==> config.mk <==
export PLATFORM = sky130hd
export DESIGN_NAME = pid_with_integral_clamp_unit
export DESIGN_NICKNAME = d
export VERILOG_FILES = /design/src/rtl/pwic_pkg.sv /design/src/rtl/pwic_div.sv /design/src/rtl/pwic_seq.sv /design/src/rtl/pwic_dp.sv /design/src/rtl/pid_with_integral_clamp_unit.sv
export SDC_FILE = /design/constraint.sdc
export NUM_CORES = 2
export LEC_CHECK = 0
export BUFFER_PORTS_ARGS = -buffer_cell sky130_fd_sc_hd__buf_2
export CAP_MARGIN = 20
export CELL_PAD_IN_SITES_DETAIL_PLACEMENT = 1
export CELL_PAD_IN_SITES_GLOBAL_PLACEMENT = 1
export CORE_UTILIZATION = 50
export DETAILED_ROUTE_END_ITERATION = 6
export PLACE_DENSITY = 0.92
export SLEW_MARGIN = 5
export SYNTH_ARGS = -nofsm -noshare
export SYNTH_HDL_FRONTEND = slang
export SYNTH_SLANG_ARGS = --single-unit
export TNS_END_PERCENT = 10
==> constraint.sdc <==
create_clock -name i_clk -period 12.76 [get_ports i_clk]
set_input_delay 0.638 -clock i_clk [delete_from_list [all_inputs] [get_ports i_clk]]
set_output_delay 0.638 -clock i_clk [all_outputs]
set_load 0.02 [all_outputs]
==> src/rtl/pwic_pkg.sv <==
// ----------------------------------------------------------------------------
// pwic_pkg - shared types and microcode for the PID controller
// Holds the control word format, the microcode table, the configuration
// register map and the constants shared by the sequencer and the datapath.
// ----------------------------------------------------------------------------
package pwic_pkg;

    // Serial divider: 50-bit magnitude numerator, two quotient bits per cycle
    localparam int unsigned DIV_NUM_W   = 50;
    localparam int unsigned DIV_STEPS   = DIV_NUM_W / 2;
    localparam int unsigned DIV_CNT_W   = $clog2(DIV_STEPS);
    localparam int unsigned QUO_W       = DIV_NUM_W + 1;

    // Microcode sequencer
    localparam int unsigned PC_W        = 4;
    localparam int unsigned UCODE_LEN   = 9;
    localparam logic [PC_W-1:0] PC_ZERO_OUT = 4'd8;

    // Configuration register map
    typedef enum logic [2:0] {
        CFG_PROP_GAIN   = 3'd0,
        CFG_INTEG_GAIN  = 3'd1,
        CFG_DERIV_GAIN  = 3'd2,
        CFG_INTEG_LIMIT = 3'd3,
        CFG_OUT_LIMIT   = 3'd4
    } t_cfg_idx;

    localparam logic signed [23:0] CFG_RST_PROP_GAIN   = 24'sd65536;
    localparam logic signed [23:0] CFG_RST_INTEG_GAIN  = 24'sd6554;
    localparam logic signed [23:0] CFG_RST_DERIV_GAIN  = 24'sd3277;
    localparam logic [14:0]        CFG_RST_INTEG_LIMIT = 15'd512;
    localparam logic [14:0]        CFG_RST_OUT_LIMIT   = 15'd1280;

    typedef struct packed {
        logic signed [23:0] prop_gain;
        logic signed [23:0] integ_gain;
        logic signed [23:0] deriv_gain;
        logic [14:0]        integ_limit;
        logic [14:0]        out_limit;
    } t_cfg;

    // Multiplier operand pair select
    typedef enum logic [2:0] {
        MUL_NONE,
        MUL_ERR_DT,
        MUL_KD_DERR,
        MUL_KP_ERR,
        MUL_KI_ACC
    } t_mul_sel;

    // Datapath register operation
    typedef enum logic [2:0] {
        ALU_NOP,
        ALU_PREP,
        ALU_INTEG,
        ALU_LOAD_P,
        ALU_ADD_I,
        ALU_ADD_D,
        ALU_FINISH,
        ALU_ZERO
    } t_alu_op;

    // Step condition: a jump, or a hold that stalls the step in place
    typedef enum logic [1:0] {
        COND_NONE,
        COND_DT_NOTPOS,
        COND_DIV_BUSY,
        COND_OUT_BUSY
    } t_cond;

    typedef struct packed {
        t_mul_sel        mul;
        t_alu_op         alu;
        logic            div_start;
        t_cond           cond;
        logic            last;
        logic [PC_W-1:0] target;
    } t_uword;

    // Sequencer to datapath
    typedef struct packed {
        logic     exec;
        t_mul_sel mul;
        t_alu_op  alu;
        logic     div_start;
    } t_ctl;

    // Datapath to sequencer
    typedef struct packed {
        logic dt_notpos;
        logic div_busy;
        logic out_busy;
    } t_sts;

    typedef enum logic {
        SEQ_IDLE,
        SEQ_RUN
    } t_seq_state;

    // Microcode ROM
    function automatic t_uword ucode(input logic [PC_W-1:0] pc);
        t_uword w;
        w = '{mul: MUL_NONE, alu: ALU_NOP, div_start: 1'b0, cond: COND_NONE,
              last: 1'b0, target: '0};
        case (pc)
            4'd0: begin
                w.alu = ALU_PREP;
            end
            4'd1: begin
                w.mul    = MUL_ERR_DT;
                w.cond   = COND_DT_NOTPOS;
                w.target = PC_ZERO_OUT;
            end
            4'd2: begin
                w.mul = MUL_KD_DERR;
                w.alu = ALU_INTEG;
            end
            4'd3: begin
                w.mul       = MUL_KP_ERR;
                w.div_start = 1'b1;
            end
            4'd4: begin
                w.mul = MUL_KI_ACC;
                w.alu = ALU_LOAD_P;
            end
            4'd5: begin
                w.alu = ALU_ADD_I;
            end
            4'd6: begin
                w.alu  = ALU_ADD_D;
                w.cond = COND_DIV_BUSY;
            end
            4'd7: begin
                w.alu  = ALU_FINISH;
                w.cond = COND_OUT_BUSY;
                w.last = 1'b1;
            end
            4'd8: begin
                w.alu  = ALU_ZERO;
                w.cond = COND_OUT_BUSY;
                w.last = 1'b1;
            end
            default: begin
                w.last = 1'b1;
            end
        endcase
        return w;
    endfunction

endpackage

==> src/rtl/pwic_div.sv <==
// ----------------------------------------------------------------------------
// pwic_div - serial signed-by-positive divider
// Restoring division of a magnitude by a positive divisor, two quotient bits
// per cycle; the sign is applied at the output (truncation toward zero).
// ----------------------------------------------------------------------------
module pwic_div (
    input  logic                                   i_clk,
    input  logic                                   i_rst_n,
    input  logic                                   i_start,
    input  logic [pwic_pkg::DIV_NUM_W-1:0]         i_num,
    input  logic                                   i_neg,
    input  logic [31:0]                            i_den,
    output logic                                   o_busy,
    output logic signed [pwic_pkg::QUO_W-1:0]      o_quo
);

    logic [30:0]                       r_rem;
    logic [pwic_pkg::DIV_NUM_W-1:0]    r_quo;
    logic [31:0]                       r_den;
    logic                              r_neg;
    logic [pwic_pkg::DIV_CNT_W-1:0]    r_cnt;
    logic                              r_busy;

    logic [31:0] w_t1;
    logic [31:0] w_t2;
    logic        w_ge1;
    logic        w_ge2;
    logic [30:0] w_r1;
    logic [30:0] w_r2;

    // Two restoring steps per cycle
    always_comb begin
        w_t1  = {r_rem, r_quo[pwic_pkg::DIV_NUM_W-1]};
        w_ge1 = (w_t1 >= r_den);
        w_r1  = w_ge1 ? 31'(w_t1 - r_den) : w_t1[30:0];
        w_t2  = {w_r1, r_quo[pwic_pkg::DIV_NUM_W-2]};
        w_ge2 = (w_t2 >= r_den);
        w_r2  = w_ge2 ? 31'(w_t2 - r_den) : w_t2[30:0];
    end

    always_ff @(posedge i_clk) begin
        if (!i_rst_n) begin
            r_busy <= 1'b0;
            r_cnt  <= '0;
        end else if (i_start) begin
            r_busy <= 1'b1;
            r_cnt  <= pwic_pkg::DIV_CNT_W'(pwic_pkg::DIV_STEPS - 1);
        end else if (r_busy) begin
            if (r_cnt == '0) begin
                r_busy <= 1'b0;
            end else begin
                r_cnt <= r_cnt - 1'b1;
            end
        end
    end

    always_ff @(posedge i_clk) begin
        if (i_start) begin
            r_rem <= '0;
            r_quo <= i_num;
            r_den <= i_den;
            r_neg <= i_neg;
        end else if (r_busy) begin
            r_rem <= w_r2;
            r_quo <= {r_quo[pwic_pkg::DIV_NUM_W-3:0], w_ge1, w_ge2};
        end
    end

    assign o_busy = r_busy;
    assign o_quo  = r_neg ? -$signed({1'b0, r_quo}) : $signed({1'b0, r_quo});

    a_no_restart: assert property (@(posedge i_clk) disable iff (!i_rst_n)
        i_start |-> !r_busy)
        else $error("divider started while busy");

endmodule

==> src/rtl/pwic_seq.sv <==
// ----------------------------------------------------------------------------
// pwic_seq - microcode sequencer
// Steps through the control program, evaluates holds and jumps, and hands
// one control word per cycle to the datapath, except while a hold stalls it.
// ----------------------------------------------------------------------------
module pwic_seq (
    input  logic            i_clk,
    input  logic            i_rst_n,
    input  logic            i_in_fire,
    input  pwic_pkg::t_sts  i_sts,
    output pwic_pkg::t_ctl  o_ctl,
    output logic            o_idle
);

    pwic_pkg::t_seq_state          r_state;
    pwic_pkg::t_seq_state          n_state;
    logic [pwic_pkg::PC_W-1:0]     r_pc;
    logic [pwic_pkg::PC_W-1:0]     n_pc;

    pwic_pkg::t_uword w_uw;
    logic             w_hold;
    logic             w_jump;

    assign w_uw   = pwic_pkg::ucode(r_pc);
    assign w_hold = ((w_uw.cond == pwic_pkg::COND_DIV_BUSY) && i_sts.div_busy) ||
                    ((w_uw.cond == pwic_pkg::COND_OUT_BUSY) && i_sts.out_busy);
    assign w_jump = (w_uw.cond == pwic_pkg::COND_DT_NOTPOS) && i_sts.dt_notpos;

    always_ff @(posedge i_clk) begin
        if (!i_rst_n) begin
            r_state <= pwic_pkg::SEQ_IDLE;
            r_pc    <= '0;
        end else begin
            r_state <= n_state;
            r_pc    <= n_pc;
        end
    end

    always_comb begin
        n_state         = r_state;
        n_pc            = r_pc;
        o_ctl.exec      = 1'b0;
        o_ctl.mul       = w_uw.mul;
        o_ctl.alu       = w_uw.alu;
        o_ctl.div_start = w_uw.div_start;
        o_idle          = 1'b0;
        case (r_state)
            pwic_pkg::SEQ_IDLE: begin
                o_idle = 1'b1;
                if (i_in_fire) begin
                    n_state = pwic_pkg::SEQ_RUN;
                    n_pc    = '0;
                end
            end
            pwic_pkg::SEQ_RUN: begin
                o_ctl.exec = !w_hold;
                if (!w_hold) begin
                    if (w_jump) begin
                        n_pc = w_uw.target;
                    end else if (w_uw.last) begin
                        n_state = pwic_pkg::SEQ_IDLE;
                        n_pc    = '0;
                    end else begin
                        n_pc = r_pc + 1'b1;
                    end
                end
            end
            default: begin
                n_state = pwic_pkg::SEQ_IDLE;
                n_pc    = '0;
            end
        endcase
    end

    a_pc_in_program: assert property (@(posedge i_clk) disable iff (!i_rst_n)
        (r_state == pwic_pkg::SEQ_RUN) |-> (r_pc < pwic_pkg::PC_W'(pwic_pkg::UCODE_LEN)))
        else $error("program counter outside the microcode");

    a_fire_starts_program: assert property (@(posedge i_clk) disable iff (!i_rst_n)
        i_in_fire |=> (r_state == pwic_pkg::SEQ_RUN) && (r_pc == '0))
        else $error("accepted item did not start the program at step zero");

endmodule

==> src/rtl/pwic_dp.sv <==
// ----------------------------------------------------------------------------
// pwic_dp - PID datapath
// Input and state registers, one shared 32x32 multiplier, the clamp and sum
// logic, the serial divider and the output register.
// ----------------------------------------------------------------------------
module pwic_dp (
    input  logic                i_clk,
    input  logic                i_rst_n,
    input  logic                i_in_fire,
    input  logic signed [15:0]  i_setpoint,
    input  logic signed [15:0]  i_measured,
    input  logic [31:0]         i_time_stamp,
    input  pwic_pkg::t_cfg      i_cfg,
    input  pwic_pkg::t_ctl      i_ctl,
    input  logic                i_out_stall,
    output pwic_pkg::t_sts      o_sts,
    output logic                o_out_valid,
    output logic signed [15:0]  o_control_out,
    output logic                o_time_not_advanced
);

    // Captured item
    logic signed [15:0] r_sp;
    logic signed [15:0] r_meas;
    logic [31:0]        r_ts;

    // Working registers
    logic signed [15:0] r_err;
    logic [31:0]        r_dt;
    logic signed [16:0] r_derr;
    logic signed [63:0] r_prod;
    logic signed [31:0] r_acc;
    logic signed [63:0] r_sum;

    // Controller state
    logic signed [15:0] r_last_err;
    logic signed [31:0] r_integ;
    logic [31:0]        r_last_time;

    // Output register
    logic               r_out_valid;
    logic signed [15:0] r_out;
    logic               r_tna;

    logic signed [16:0] w_diff;
    logic signed [15:0] w_err_sat;
    logic signed [16:0] w_derr;
    logic signed [31:0] w_ma;
    logic signed [31:0] w_mb;
    logic signed [63:0] w_mprod;
    logic signed [48:0] w_isum;
    logic signed [48:0] w_ilim;
    logic signed [48:0] w_iclamp;
    logic signed [63:0] w_kd_abs;
    logic [pwic_pkg::DIV_NUM_W-1:0]     w_num;
    logic signed [pwic_pkg::QUO_W-1:0]  w_quo;
    logic               w_div_busy;
    logic signed [37:0] w_sh;
    logic signed [37:0] w_olim;
    logic signed [37:0] w_oclamp;
    logic               w_go;

    assign w_go = i_ctl.exec;

    // Error, saturated to 16 bits, and its change since the last sample
    always_comb begin
        w_diff = {r_sp[15], r_sp} - {r_meas[15], r_meas};
        if (w_diff[16] != w_diff[15]) begin
            w_err_sat = w_diff[16] ? 16'sh8000 : 16'sh7fff;
        end else begin
            w_err_sat = w_diff[15:0];
        end
        w_derr = {w_err_sat[15], w_err_sat} - {r_last_err[15], r_last_err};
    end

    // Shared multiplier operand select
    always_comb begin
        case (i_ctl.mul)
            pwic_pkg::MUL_ERR_DT: begin
                w_ma = 32'(r_err);
                w_mb = $signed(r_dt);
            end
            pwic_pkg::MUL_KD_DERR: begin
                w_ma = 32'(i_cfg.deriv_gain);
                w_mb = 32'(r_derr);
            end
            pwic_pkg::MUL_KP_ERR: begin
                w_ma = 32'(i_cfg.prop_gain);
                w_mb = 32'(r_err);
            end
            pwic_pkg::MUL_KI_ACC: begin
                w_ma = 32'(i_cfg.integ_gain);
                w_mb = r_acc;
            end
            default: begin
                w_ma = '0;
                w_mb = '0;
            end
        endcase
        w_mprod = w_ma * w_mb;
    end

    // Integral update and clamp
    always_comb begin
        w_isum = 49'(r_integ) + r_prod[48:0];
        w_ilim = $signed({24'd0, i_cfg.integ_limit, 10'd0});
        if (w_isum > w_ilim) begin
            w_iclamp = w_ilim;
        end else if (w_isum < -w_ilim) begin
            w_iclamp = -w_ilim;
        end else begin
            w_iclamp = w_isum;
        end
    end

    // Derivative numerator magnitude, scaled by 1024
    always_comb begin
        w_kd_abs = r_prod[63] ? -r_prod : r_prod;
        w_num    = {w_kd_abs[39:0], 10'd0};
    end

    // Floor shift of the sum to Q8.8, then output saturation
    always_comb begin
        w_sh   = r_sum[63:26];
        w_olim = $signed({23'd0, i_cfg.out_limit});
        if (w_sh > w_olim) begin
            w_oclamp = w_olim;
        end else if (w_sh < -w_olim) begin
            w_oclamp = -w_olim;
        end else begin
            w_oclamp = w_sh;
        end
    end

    pwic_div u_div (
        .i_clk   (i_clk),
        .i_rst_n (i_rst_n),
        .i_start (w_go && i_ctl.div_start),
        .i_num   (w_num),
        .i_neg   (r_prod[63]),
        .i_den   (r_dt),
        .o_busy  (w_div_busy),
        .o_quo   (w_quo)
    );

    // Payload registers
    always_ff @(posedge i_clk) begin
        if (i_in_fire) begin
            r_sp   <= i_setpoint;
            r_meas <= i_measured;
            r_ts   <= i_time_stamp;
        end
        if (w_go && (i_ctl.mul != pwic_pkg::MUL_NONE)) begin
            r_prod <= w_mprod;
        end
        if (w_go) begin
            case (i_ctl.alu)
                pwic_pkg::ALU_PREP: begin
                    r_err  <= w_err_sat;
                    r_derr <= w_derr;
                    r_dt   <= r_ts - r_last_time;
                end
                pwic_pkg::ALU_INTEG: begin
                    r_acc <= w_iclamp[31:0];
                end
                pwic_pkg::ALU_LOAD_P: begin
                    r_sum <= {r_prod[53:0], 10'd0};
                end
                pwic_pkg::ALU_ADD_I: begin
                    r_sum <= r_sum + r_prod;
                end
                pwic_pkg::ALU_ADD_D: begin
                    r_sum <= r_sum + $signed({{3{w_quo[pwic_pkg::QUO_W-1]}}, w_quo, 10'd0});
                end
                pwic_pkg::ALU_FINISH: begin
                    r_out <= w_oclamp[15:0];
                    r_tna <= 1'b0;
                end
                pwic_pkg::ALU_ZERO: begin
                    r_out <= '0;
                    r_tna <= 1'b1;
                end
                default: begin
                end
            endcase
        end
    end

    // Controller state and output valid
    always_ff @(posedge i_clk) begin
        if (!i_rst_n) begin
            r_last_err  <= '0;
            r_integ     <= '0;
            r_last_time <= '0;
            r_out_valid <= 1'b0;
        end else begin
            if (w_go && (i_ctl.alu == pwic_pkg::ALU_FINISH)) begin
                r_last_err  <= r_err;
                r_integ     <= r_acc;
                r_last_time <= r_ts;
            end
            if (w_go && ((i_ctl.alu == pwic_pkg::ALU_FINISH) ||
                         (i_ctl.alu == pwic_pkg::ALU_ZERO))) begin
                r_out_valid <= 1'b1;
            end else if (r_out_valid && !i_out_stall) begin
                r_out_valid <= 1'b0;
            end
        end
    end

    assign o_sts.dt_notpos = (r_dt == '0) || r_dt[31];
    assign o_sts.div_busy  = w_div_busy;
    assign o_sts.out_busy  = r_out_valid && i_out_stall;

    assign o_out_valid         = r_out_valid;
    assign o_control_out       = r_out;
    assign o_time_not_advanced = r_tna;

    a_integ_clamped: assert property (@(posedge i_clk) disable iff (!i_rst_n)
        (w_go && (i_ctl.alu == pwic_pkg::ALU_INTEG)) |=>
        (49'(r_acc) <= $signed({24'd0, i_cfg.integ_limit, 10'd0})) &&
        (49'(r_acc) >= -$signed({24'd0, i_cfg.integ_limit, 10'd0})))
        else $error("integral outside its clamp");

    a_finish_in_range: assert property (@(posedge i_clk) disable iff (!i_rst_n)
        (w_go && (i_ctl.alu == pwic_pkg::ALU_FINISH)) |=>
        r_out_valid && !r_tna &&
        (17'(r_out) <= $signed({2'd0, i_cfg.out_limit})) &&
        (17'(r_out) >= -$signed({2'd0, i_cfg.out_limit})))
        else $error("result outside the output limit");

endmodule

==> src/rtl/pid_with_integral_clamp_unit.sv <==
// ----------------------------------------------------------------------------
// pid_with_integral_clamp_unit - discrete PID controller, clamped integral
// A result is registered when the microcode program ends. The radix-4 serial
// divider for the derivative term dominates the run; when time did not advance
// the program skips it. One item is in flight at a time.
// Reset (synchronous, active low) restores gains/limits, zeroes the controller state.
// ----------------------------------------------------------------------------
//
// Structure
//   pwic_seq  steps a nine-word microcode program held in pwic_pkg. Each word
//             selects a multiplier operand pair, a datapath register operation,
//             an optional divider start and a condition (jump on a
//             non-positive time step, hold while the divider runs, hold while
//             the output register is still stalled).
//   pwic_dp   holds the captured item, the controller state, one shared
//             32x32 multiplier with a registered product, the clamp and sum
//             logic and the output register.
//   pwic_div  serial divider, two quotient bits per cycle, for the derivative
//             term divided by the time step (truncates toward zero).
//
// Program
//   0  form error (saturated), change of error and time step
//   1  multiply error by time step; jump to step 8 if the step is not positive
//   2  clamp the new integral; multiply derivative gain by change of error
//   3  start the divider; multiply proportional gain by error
//   4  load the proportional term into the sum; multiply integral gain by the
//      clamped integral; 5  add the integral term
//   6  hold until the divider is done, then add the derivative term
//   7  shift and saturate the sum into the output register, commit the state
//   8  (time not advanced) load zero with the flag set, leave state alone
//
// The output register parts the two channels: a new item is taken as soon as
// the program ends, even while the last result waits on a stalled output.
// The configuration port is always ready; writes to unknown indexes drop.
// ----------------------------------------------------------------------------
module pid_with_integral_clamp_unit (
    input  logic               i_clk,
    input  logic               i_rst_n,

    input  logic               i_in_valid,
    output logic               o_in_stall,
    input  logic signed [15:0] i_setpoint,
    input  logic signed [15:0] i_measured,
    input  logic [31:0]        i_time_stamp,

    output logic               o_out_valid,
    input  logic               i_out_stall,
    output logic signed [15:0] o_control_out,
    output logic               o_time_not_advanced,

    input  logic               i_cfg_valid,
    output logic               o_cfg_ready,
    input  logic [2:0]         i_cfg_index,
    input  logic [23:0]        i_cfg_data
);

    pwic_pkg::t_cfg r_cfg;
    pwic_pkg::t_cfg n_cfg;
    pwic_pkg::t_ctl w_ctl;
    pwic_pkg::t_sts w_sts;
    logic           w_idle;
    logic           w_in_fire;
    logic           w_cfg_fire;

    // Take a new item only while the sequencer is idle
    assign o_in_stall  = !w_idle;
    assign w_in_fire   = i_in_valid && w_idle;
    assign o_cfg_ready = 1'b1;
    assign w_cfg_fire  = i_cfg_valid && o_cfg_ready;

    // Configuration register write decode
    always_comb begin
        n_cfg = r_cfg;
        if (w_cfg_fire) begin
            case (pwic_pkg::t_cfg_idx'(i_cfg_index))
                pwic_pkg::CFG_PROP_GAIN:   n_cfg.prop_gain   = $signed(i_cfg_data);
                pwic_pkg::CFG_INTEG_GAIN:  n_cfg.integ_gain  = $signed(i_cfg_data);
                pwic_pkg::CFG_DERIV_GAIN:  n_cfg.deriv_gain  = $signed(i_cfg_data);
                pwic_pkg::CFG_INTEG_LIMIT: n_cfg.integ_limit = i_cfg_data[14:0];
                pwic_pkg::CFG_OUT_LIMIT:   n_cfg.out_limit   = i_cfg_data[14:0];
                default: begin
                    // drop writes to unmapped indexes
                end
            endcase
        end
    end

    always_ff @(posedge i_clk) begin
        if (!i_rst_n) begin
            r_cfg.prop_gain   <= pwic_pkg::CFG_RST_PROP_GAIN;
            r_cfg.integ_gain  <= pwic_pkg::CFG_RST_INTEG_GAIN;
            r_cfg.deriv_gain  <= pwic_pkg::CFG_RST_DERIV_GAIN;
            r_cfg.integ_limit <= pwic_pkg::CFG_RST_INTEG_LIMIT;
            r_cfg.out_limit   <= pwic_pkg::CFG_RST_OUT_LIMIT;
        end else begin
            r_cfg <= n_cfg;
        end
    end

    pwic_seq u_seq (
        .i_clk     (i_clk),
        .i_rst_n   (i_rst_n),
        .i_in_fire (w_in_fire),
        .i_sts     (w_sts),
        .o_ctl     (w_ctl),
        .o_idle    (w_idle)
    );

    pwic_dp u_dp (
        .i_clk               (i_clk),
        .i_rst_n             (i_rst_n),
        .i_in_fire           (w_in_fire),
        .i_setpoint          (i_setpoint),
        .i_measured          (i_measured),
        .i_time_stamp        (i_time_stamp),
        .i_cfg               (r_cfg),
        .i_ctl               (w_ctl),
        .i_out_stall         (i_out_stall),
        .o_sts               (w_sts),
        .o_out_valid         (o_out_valid),
        .o_control_out       (o_control_out),
        .o_time_not_advanced (o_time_not_advanced)
    );

endmodule
# Word level (Yosys, flattened, before mapping)
# Cells that the tools add are included.
[word_totals]
mem_count = 0
output_inout_bits = 20
ram_bits = 0
latch_bits = 0
mem_bits_ro = 0
reg_bits = 614
wordCells = 166
[classes]
bitwise = 3
div_mod_pow = 0
shifts = 0
n_mul = 1
reduce_logical = 39
n_eq_ne = 30
n_addsub = 14
n_lt_le_gt_ge = 6
mux = 42
[op_table]
columns = ["cell", "count"]
rows = [
  ["32-bit one-hot mux with 4 select lines", 2],
  ["64-bit one-hot mux with 3 select lines", 1],
  ["50-bit 2-to-1 mux", 2],
  ["64-bit by 61-bit adder with 64-bit output", 1],
  ["64-bit adder", 1],
  ["32-bit greater-or-equal comparator", 2],
  ["32-bit by 32-bit multiplier with 64-bit output", 1],
  ["16-bit 2-to-1 mux", 4],
  ["31-bit 2-to-1 mux", 2],
  ["31-bit subtractor", 2],
  ["51-bit 2-to-1 mux", 1],
  ["50-bit negation with 51-bit output", 1],
  ["49-bit adder", 1],
  ["49-bit by 26-bit greater-than comparator with 1-bit output", 1],
  ["49-bit < comparator", 1],
  ["25-bit negation with 49-bit output", 1],
  ["40-bit 2-to-1 mux", 1],
  ["40-bit negation", 1],
  ["38-bit by 16-bit greater-than comparator with 1-bit output", 1],
  ["38-bit < comparator", 1],
  ["15-bit negation with 38-bit output", 1],
  ["16-bit by 16-bit subtractor with 17-bit output", 2],
  ["32-bit zero test", 1],
  ["32-bit 2-to-1 mux", 1],
  ["37 further kinds", 102],
]

# Depth between registers and ports, before layout
[logic_depth]
ltp_word = 11
mapped_depth = 40
mapped_depth_nobuf = 36

# By module
# From an unflattened synthesis, not the netlist that was laid out.
[unflattened]
cells_unflattened = 8421
area_unflattened_um2 = 75299.7
[modules_own_cells]
columns = ["module", "seq_area_each_um2", "n_inst", "area_each_um2", "cells_per_inst"]
rows = [
  ["pwic_dp", 10810.4, 1, 60759.5, 6852],
  ["pwic_div", 3233.1, 1, 10023.4, 1118],
  ["pid_with_integral_clamp_unit", 2042.0, 1, 3937.5, 380],
  ["pwic_seq", 100.1, 1, 579.3, 71],
]

# Least setup slack after synthesis
# Ideal clock, no wire load.
[synth_timing]
path_kind = "register to register"
from = "register u_seq.r_pc[0] in the netlist's numbering"
to = "register u_dp.r_prod[60] (data pin)"
synth_period_minus_slack_ns = 10.592
required_time_ns = 12.500
n_path_buf = 2
slack_ns = 2.168
setup_ns = 0.260
t_arrival_ns = 10.332
path_stages_with_launch = 34
path_cell_list = "dfxtp_1 inv_1 ha_1 inv_1 nor4b_1 clkbuf_1 buf_1 a221o_1 nand2_1 inv_1 fa_1 inv_1 fa_1 fa_1 fa_1 inv_1 fa_1 fa_1 fa_1 inv_1 fa_1 inv_1 ha_1 inv_1 o21ai_0 a31oi_1 o21ai_0 nand2_1 o211ai_1 a2bb2oi_1 a31oi_1 o41ai_1 a21oi_1 xnor2_1"
[synth_via]
elab_chain_len = 5
elab_cells_between_ends = 12
cone_classes = "mul: 1; eq/ne: 8; mux: 3"
[synth_lines]
columns = ["item", "line", "text"]
rows = [
  ["start, declared", "pwic_seq.sv:17", "logic [pwic_pkg::PC_W-1:0] r_pc;"],
  ["start signal, assigned", "pwic_seq.sv:35", "r_pc <= n_pc;"],
  ["4-bit by 3-bit == test with 1-bit output (tied with other cells)", "pwic_pkg.sv:105", "case (pc)"],
  ["3-bit one-hot mux with 4 select lines *", "pwic_pkg.sv:105", ""],
  ["3-bit == test (tied with other cells)", "pwic_dp.sv:78", "case (i_ctl.mul)"],
  ["32-bit one-hot mux with 4 select lines", "pwic_dp.sv:78", ""],
  ["32-bit by 32-bit multiplier with 64-bit output *", "pwic_dp.sv:100", "w_mprod = w_ma * w_mb;"],
  ["via u_dp.w_mprod[60]", "pwic_dp.sv:50", "logic signed [63:0] w_mprod;"],
  ["end signal, assigned", "pwic_dp.sv:154", "r_prod <= w_mprod;"],
  ["end, declared", "pwic_dp.sv:31", "logic signed [63:0] r_prod;"],
]
# The timed path passes the listed nets; every way through them passes the cells marked *.
# A chain may end at the register's enable or synchronous reset.

# Worst setup path in the final report
[layout_timing]
from = "register u_seq.r_pc[0] in the netlist's numbering"
to = "register u_dp.r_prod[63] (data pin)"
# The elaborated chain is that of the path after synthesis.

==> metrics.log <==
[metrics] total count of max-transition violations in the final report: 0
[metrics] cell depth of the worst setup path: 33
[metrics] GRT Resource Usage Total: 41.6%
[metrics] initial antenna violation count: 35
[metrics] count of clock tree sinks: 614
[metrics] syn_nets: 9872
[metrics] power density relative to cell area: 93.6 nW/um^2
[metrics] share of Yosys cell area claimed by the top area cell type: 24.0%
[metrics] number of DRC markers in iteration 0: 7199
[metrics] # resized after CTS: 0
[metrics] drt via density: 6.53
[metrics] via count of the first global-routing pass: 72100
[metrics] Cell Area, Synth: 73600 sq um
[metrics] clock period minus final worst setup slack: 12.52 ns
[metrics] Yosys reg bits: slightly above 600
[metrics] Mapped Cells: 8308
[metrics] worst-case vdd ir drop: 0.141 mV
[metrics] post-detailed-route wirelength per cell: 30.1 microns
[metrics] placeable core region: 146000 sq um
[metrics] remaining routing DRC violations: 0
[metrics] number of nets in the layout: 9859
[metrics] number of flops mapped to enable cells by yosys: approximately 380
[metrics] library cell contributing the largest single delay on the critical path: sky130_fd_sc_hd__a2111oi_2
[metrics] CP endpoint kind: flip-flop
[metrics] maximum number of buffers from clock root to sink: 3
[metrics] type of the most critical hold path: primary input to flip-flop
[metrics] Port Buffer Count: 114
[metrics] post-CTS setup buffers: 0
[metrics] die footprint: 149000 sq um
[metrics] Fin Hold WS: 0.116 ns
[metrics] share of flip-flops with an asynchronous set or reset: 0%
[metrics] drt total wl: ~310000 microns
[metrics] Inserted Clock Buffers: 69
[metrics] most frequent cell on the critical path: sky130_fd_sc_hd__fa_1
[metrics] distinct cell type count after synthesis: 85
[metrics] count of maximum capacitance violations: 0
[metrics] standard-cell row count: 140
[metrics] post-layout total power: 7.43 mW
[metrics] register-to-register path setup slack: 0.24 ns
[metrics] final worst path period share: 98.1%
[metrics] Setup Skew: about 0.06 ns
[metrics] num ports: 116
[metrics] dominant register cell in the synthesized netlist: sky130_fd_sc_hd__edfxtp_1
[metrics] hold buffer count at CTS: 0
[metrics] share of layout cells above drive strength 1: 6.06%
[metrics] Max transition margin: 12.0%
[metrics] Highest Clock Rate: 79.8 MHz
[metrics] number of warning messages in the yosys log: 0
[metrics] Req. time, crit path: around 13 ns
[metrics] width of the die: 386 microns
[metrics] via count: 67300
[metrics] effective utilization at floorplan: 50.4%
[metrics] Die Ht: ~390 microns
[metrics] clock-pin transition on the worst setup and hold timing paths: 0.07 ns
[metrics] layout overhead on the synthesized area: 7.82%
[metrics] leading cell types by total area after synthesis: sky130_fd_sc_hd__fa_1, sky130_fd_sc_hd__edfxtp_1, sky130_fd_sc_hd__ha_1
[metrics] arrival time at the worst endpoint: ~13 ns
[metrics] category of the critical setup timing path: flip-flop to flip-flop
[metrics] run status: finished, final reports clean
[metrics] Worst Path Buf+Inv: 8
[metrics] WHS Path Cells: 1
[metrics] final weighted congestion of routability-driven global placement: 1.02
[metrics] slew at the pin with the worst max-slew slack: 1.32 ns
[metrics] Lkg Pwr: 36.0 nW
[metrics] crit start category: flip-flop
[metrics] CTS HTree Levels: 3
[metrics] maximum number of pins on one net before global-route repair: a little over 80
[metrics] post-detail-place hpwl: 241000 microns
[metrics] RSZ-0062 raised after global routing: no
[metrics] Synth Area per Inst: 8.86 sq um
[metrics] R2R depth: 33
[metrics] number of detailed-route iterations in the first pass: 6
[metrics] number of failing setup endpoints in the final timing report: 0
[metrics] remaining number of nets flagged by the antenna check after routing: 0
[metrics] CP Max Fanout: 27
[metrics] global-route wire length before repair: roughly 460000 microns
[metrics] buffer type at the clock tree root: sky130_fd_sc_hd__clkbuf_16
[metrics] final hold violation count: 0
[metrics] total negative slack for setup checks: 0 ns
[metrics] latest clock arrival within the worst-skew pair: approximately 0.7 ns
[metrics] CTS tree: done
[metrics] dominant delay contributor by cell family on the critical path: adder cells
[metrics] share of synthesized area occupied by flip-flops and latches: 21.9%
[metrics] critical path's largest stage delay: 0.89 ns
[metrics] leftover overflow at the end of global routing: 0
[metrics] library cell occupying the most area in the post-synthesis netlist: sky130_fd_sc_hd__fa_1
cell usage after synthesis (71+ instances only):
cell type                  number
sky130_fd_sc_hd__xnor2_1      275
sky130_fd_sc_hd__inv_1       1245
sky130_fd_sc_hd__a21o_1       216
sky130_fd_sc_hd__xor2_1       130
sky130_fd_sc_hd__edfxtp_1     379
sky130_fd_sc_hd__nand2_1      992
sky130_fd_sc_hd__clkbuf_1     335
sky130_fd_sc_hd__a21oi_1      377
sky130_fd_sc_hd__o21ai_0      399
sky130_fd_sc_hd__nor2_1       712
sky130_fd_sc_hd__ha_1         586
sky130_fd_sc_hd__fa_1         882
sky130_fd_sc_hd__nand3_1      155
sky130_fd_sc_hd__a21boi_0     188
sky130_fd_sc_hd__nand2b_1      71
sky130_fd_sc_hd__dfxtp_1      235
area by class of cell:
type	instances	area, sq um
sequential	614	16100
timing repair buffer	270	1790
clock buffer	86	1840
inverter	1246	4680
multi-input combinational	6094	51900
tap	1917	2400
fill	16900	66600
clock inverter	42	542
antenna	40	100
flip-flops by register name (all words and copies together), names as in the netlist, 17 cells and up:
register and count:
u_dp.r_dt 32, u_dp.r_acc 32, u_dp.u_div.r_den 32, u_dp.r_sum 64
r_cfg 102, u_dp.u_div.r_rem 31, u_dp.r_last_time 32, u_dp.u_div.r_quo 50
u_dp.r_prod 64, u_dp.r_integ 32, u_dp.r_derr 17, u_dp.r_ts 32
power breakdown:
group          internal [mW]  leakage [nW]  switching (mW)
combinational          0.968          29.5            1.84
sequential              2.25          5.38           0.198
clock                   1.19          1.12           0.981
total                   4.41          36.0            3.02
final timing paths:
check                                    startpoint                   to
worst max-delay path                  u_seq.r_pc[0]      u_dp.r_prod[63]
worst min-delay path               i_time_stamp[19]        u_dp.r_ts[19]
worst max register to register        u_seq.r_pc[0]      u_dp.r_prod[63]
worst min register to register  u_dp.r_last_time[2]  u_dp.r_last_time[2]
cells in the final DEF (no fill, tap or decap), drive strengths merged, types with 38 or more instances in the layout:
cell / count
a211oi: 56
ha: 586
and3: 46
a21o: 216
nor4: 38
and2: 52
xnor2: 275
nand3: 155
clkbuf: 86
o21bai: 53
nor3: 67
a221oi: 53
buf: 270
inv: 1249
nor2: 712
nand2: 992
edfxtp: 379
mux2i: 42
a22oi: 60
dfxtp: 235
nor2b: 54
nand4: 70
diode: 40
nand2b: 72
o21ai: 401
a21oi: 377
xor2: 130
a221o: 46
a21boi: 188
o31ai: 49
fa: 882
or3: 39
o21a: 50
routing by layer:
layer  GRT usage (%)  share of wire [%]
met5           0.195              0.037
met4            32.8                9.4
met3            14.2                 12
met2            62.4                 43
met1            48.6                 35
kinds of logic (layout without fill, tap and decap cells):
| family | Yosys count | count (layout) | share of synthesized area [%] |
|---|---|---|---|
| AO/OA/AOI/OAI | 1779 | 1779 | 16.1 |
| XOR/XNOR | 405 | 405 | 4.82 |
| adder cells (fa/ha/maj) | 1468 | 1468 | 34.0 |
| buffers and inverters | 1600 | 1644 | 8.17 |
| flip-flops | 614 | 614 | 21.9 |
| multiplexers | 56 | 56 | 0.786 |
| other | 1 | 41 | 0.00510 |
| AND/OR/NAND/NOR | 2385 | 2385 | 14.3 |
through the flow:
stage,setup slack [ns],std cells,instance area [sq um],utilization [%]
after floorplan,2.17,8308,73600,-
after global placement,0.346,10100,76800,52.6
after detailed placement,0.807,10100,76800,52.6
after CTS,0.646,10300,79200,54.3
after global routing,0.0261,10300,79200,54.3
final,0.236,10300,79300,54.4
(Power assumes the default switching activity.)
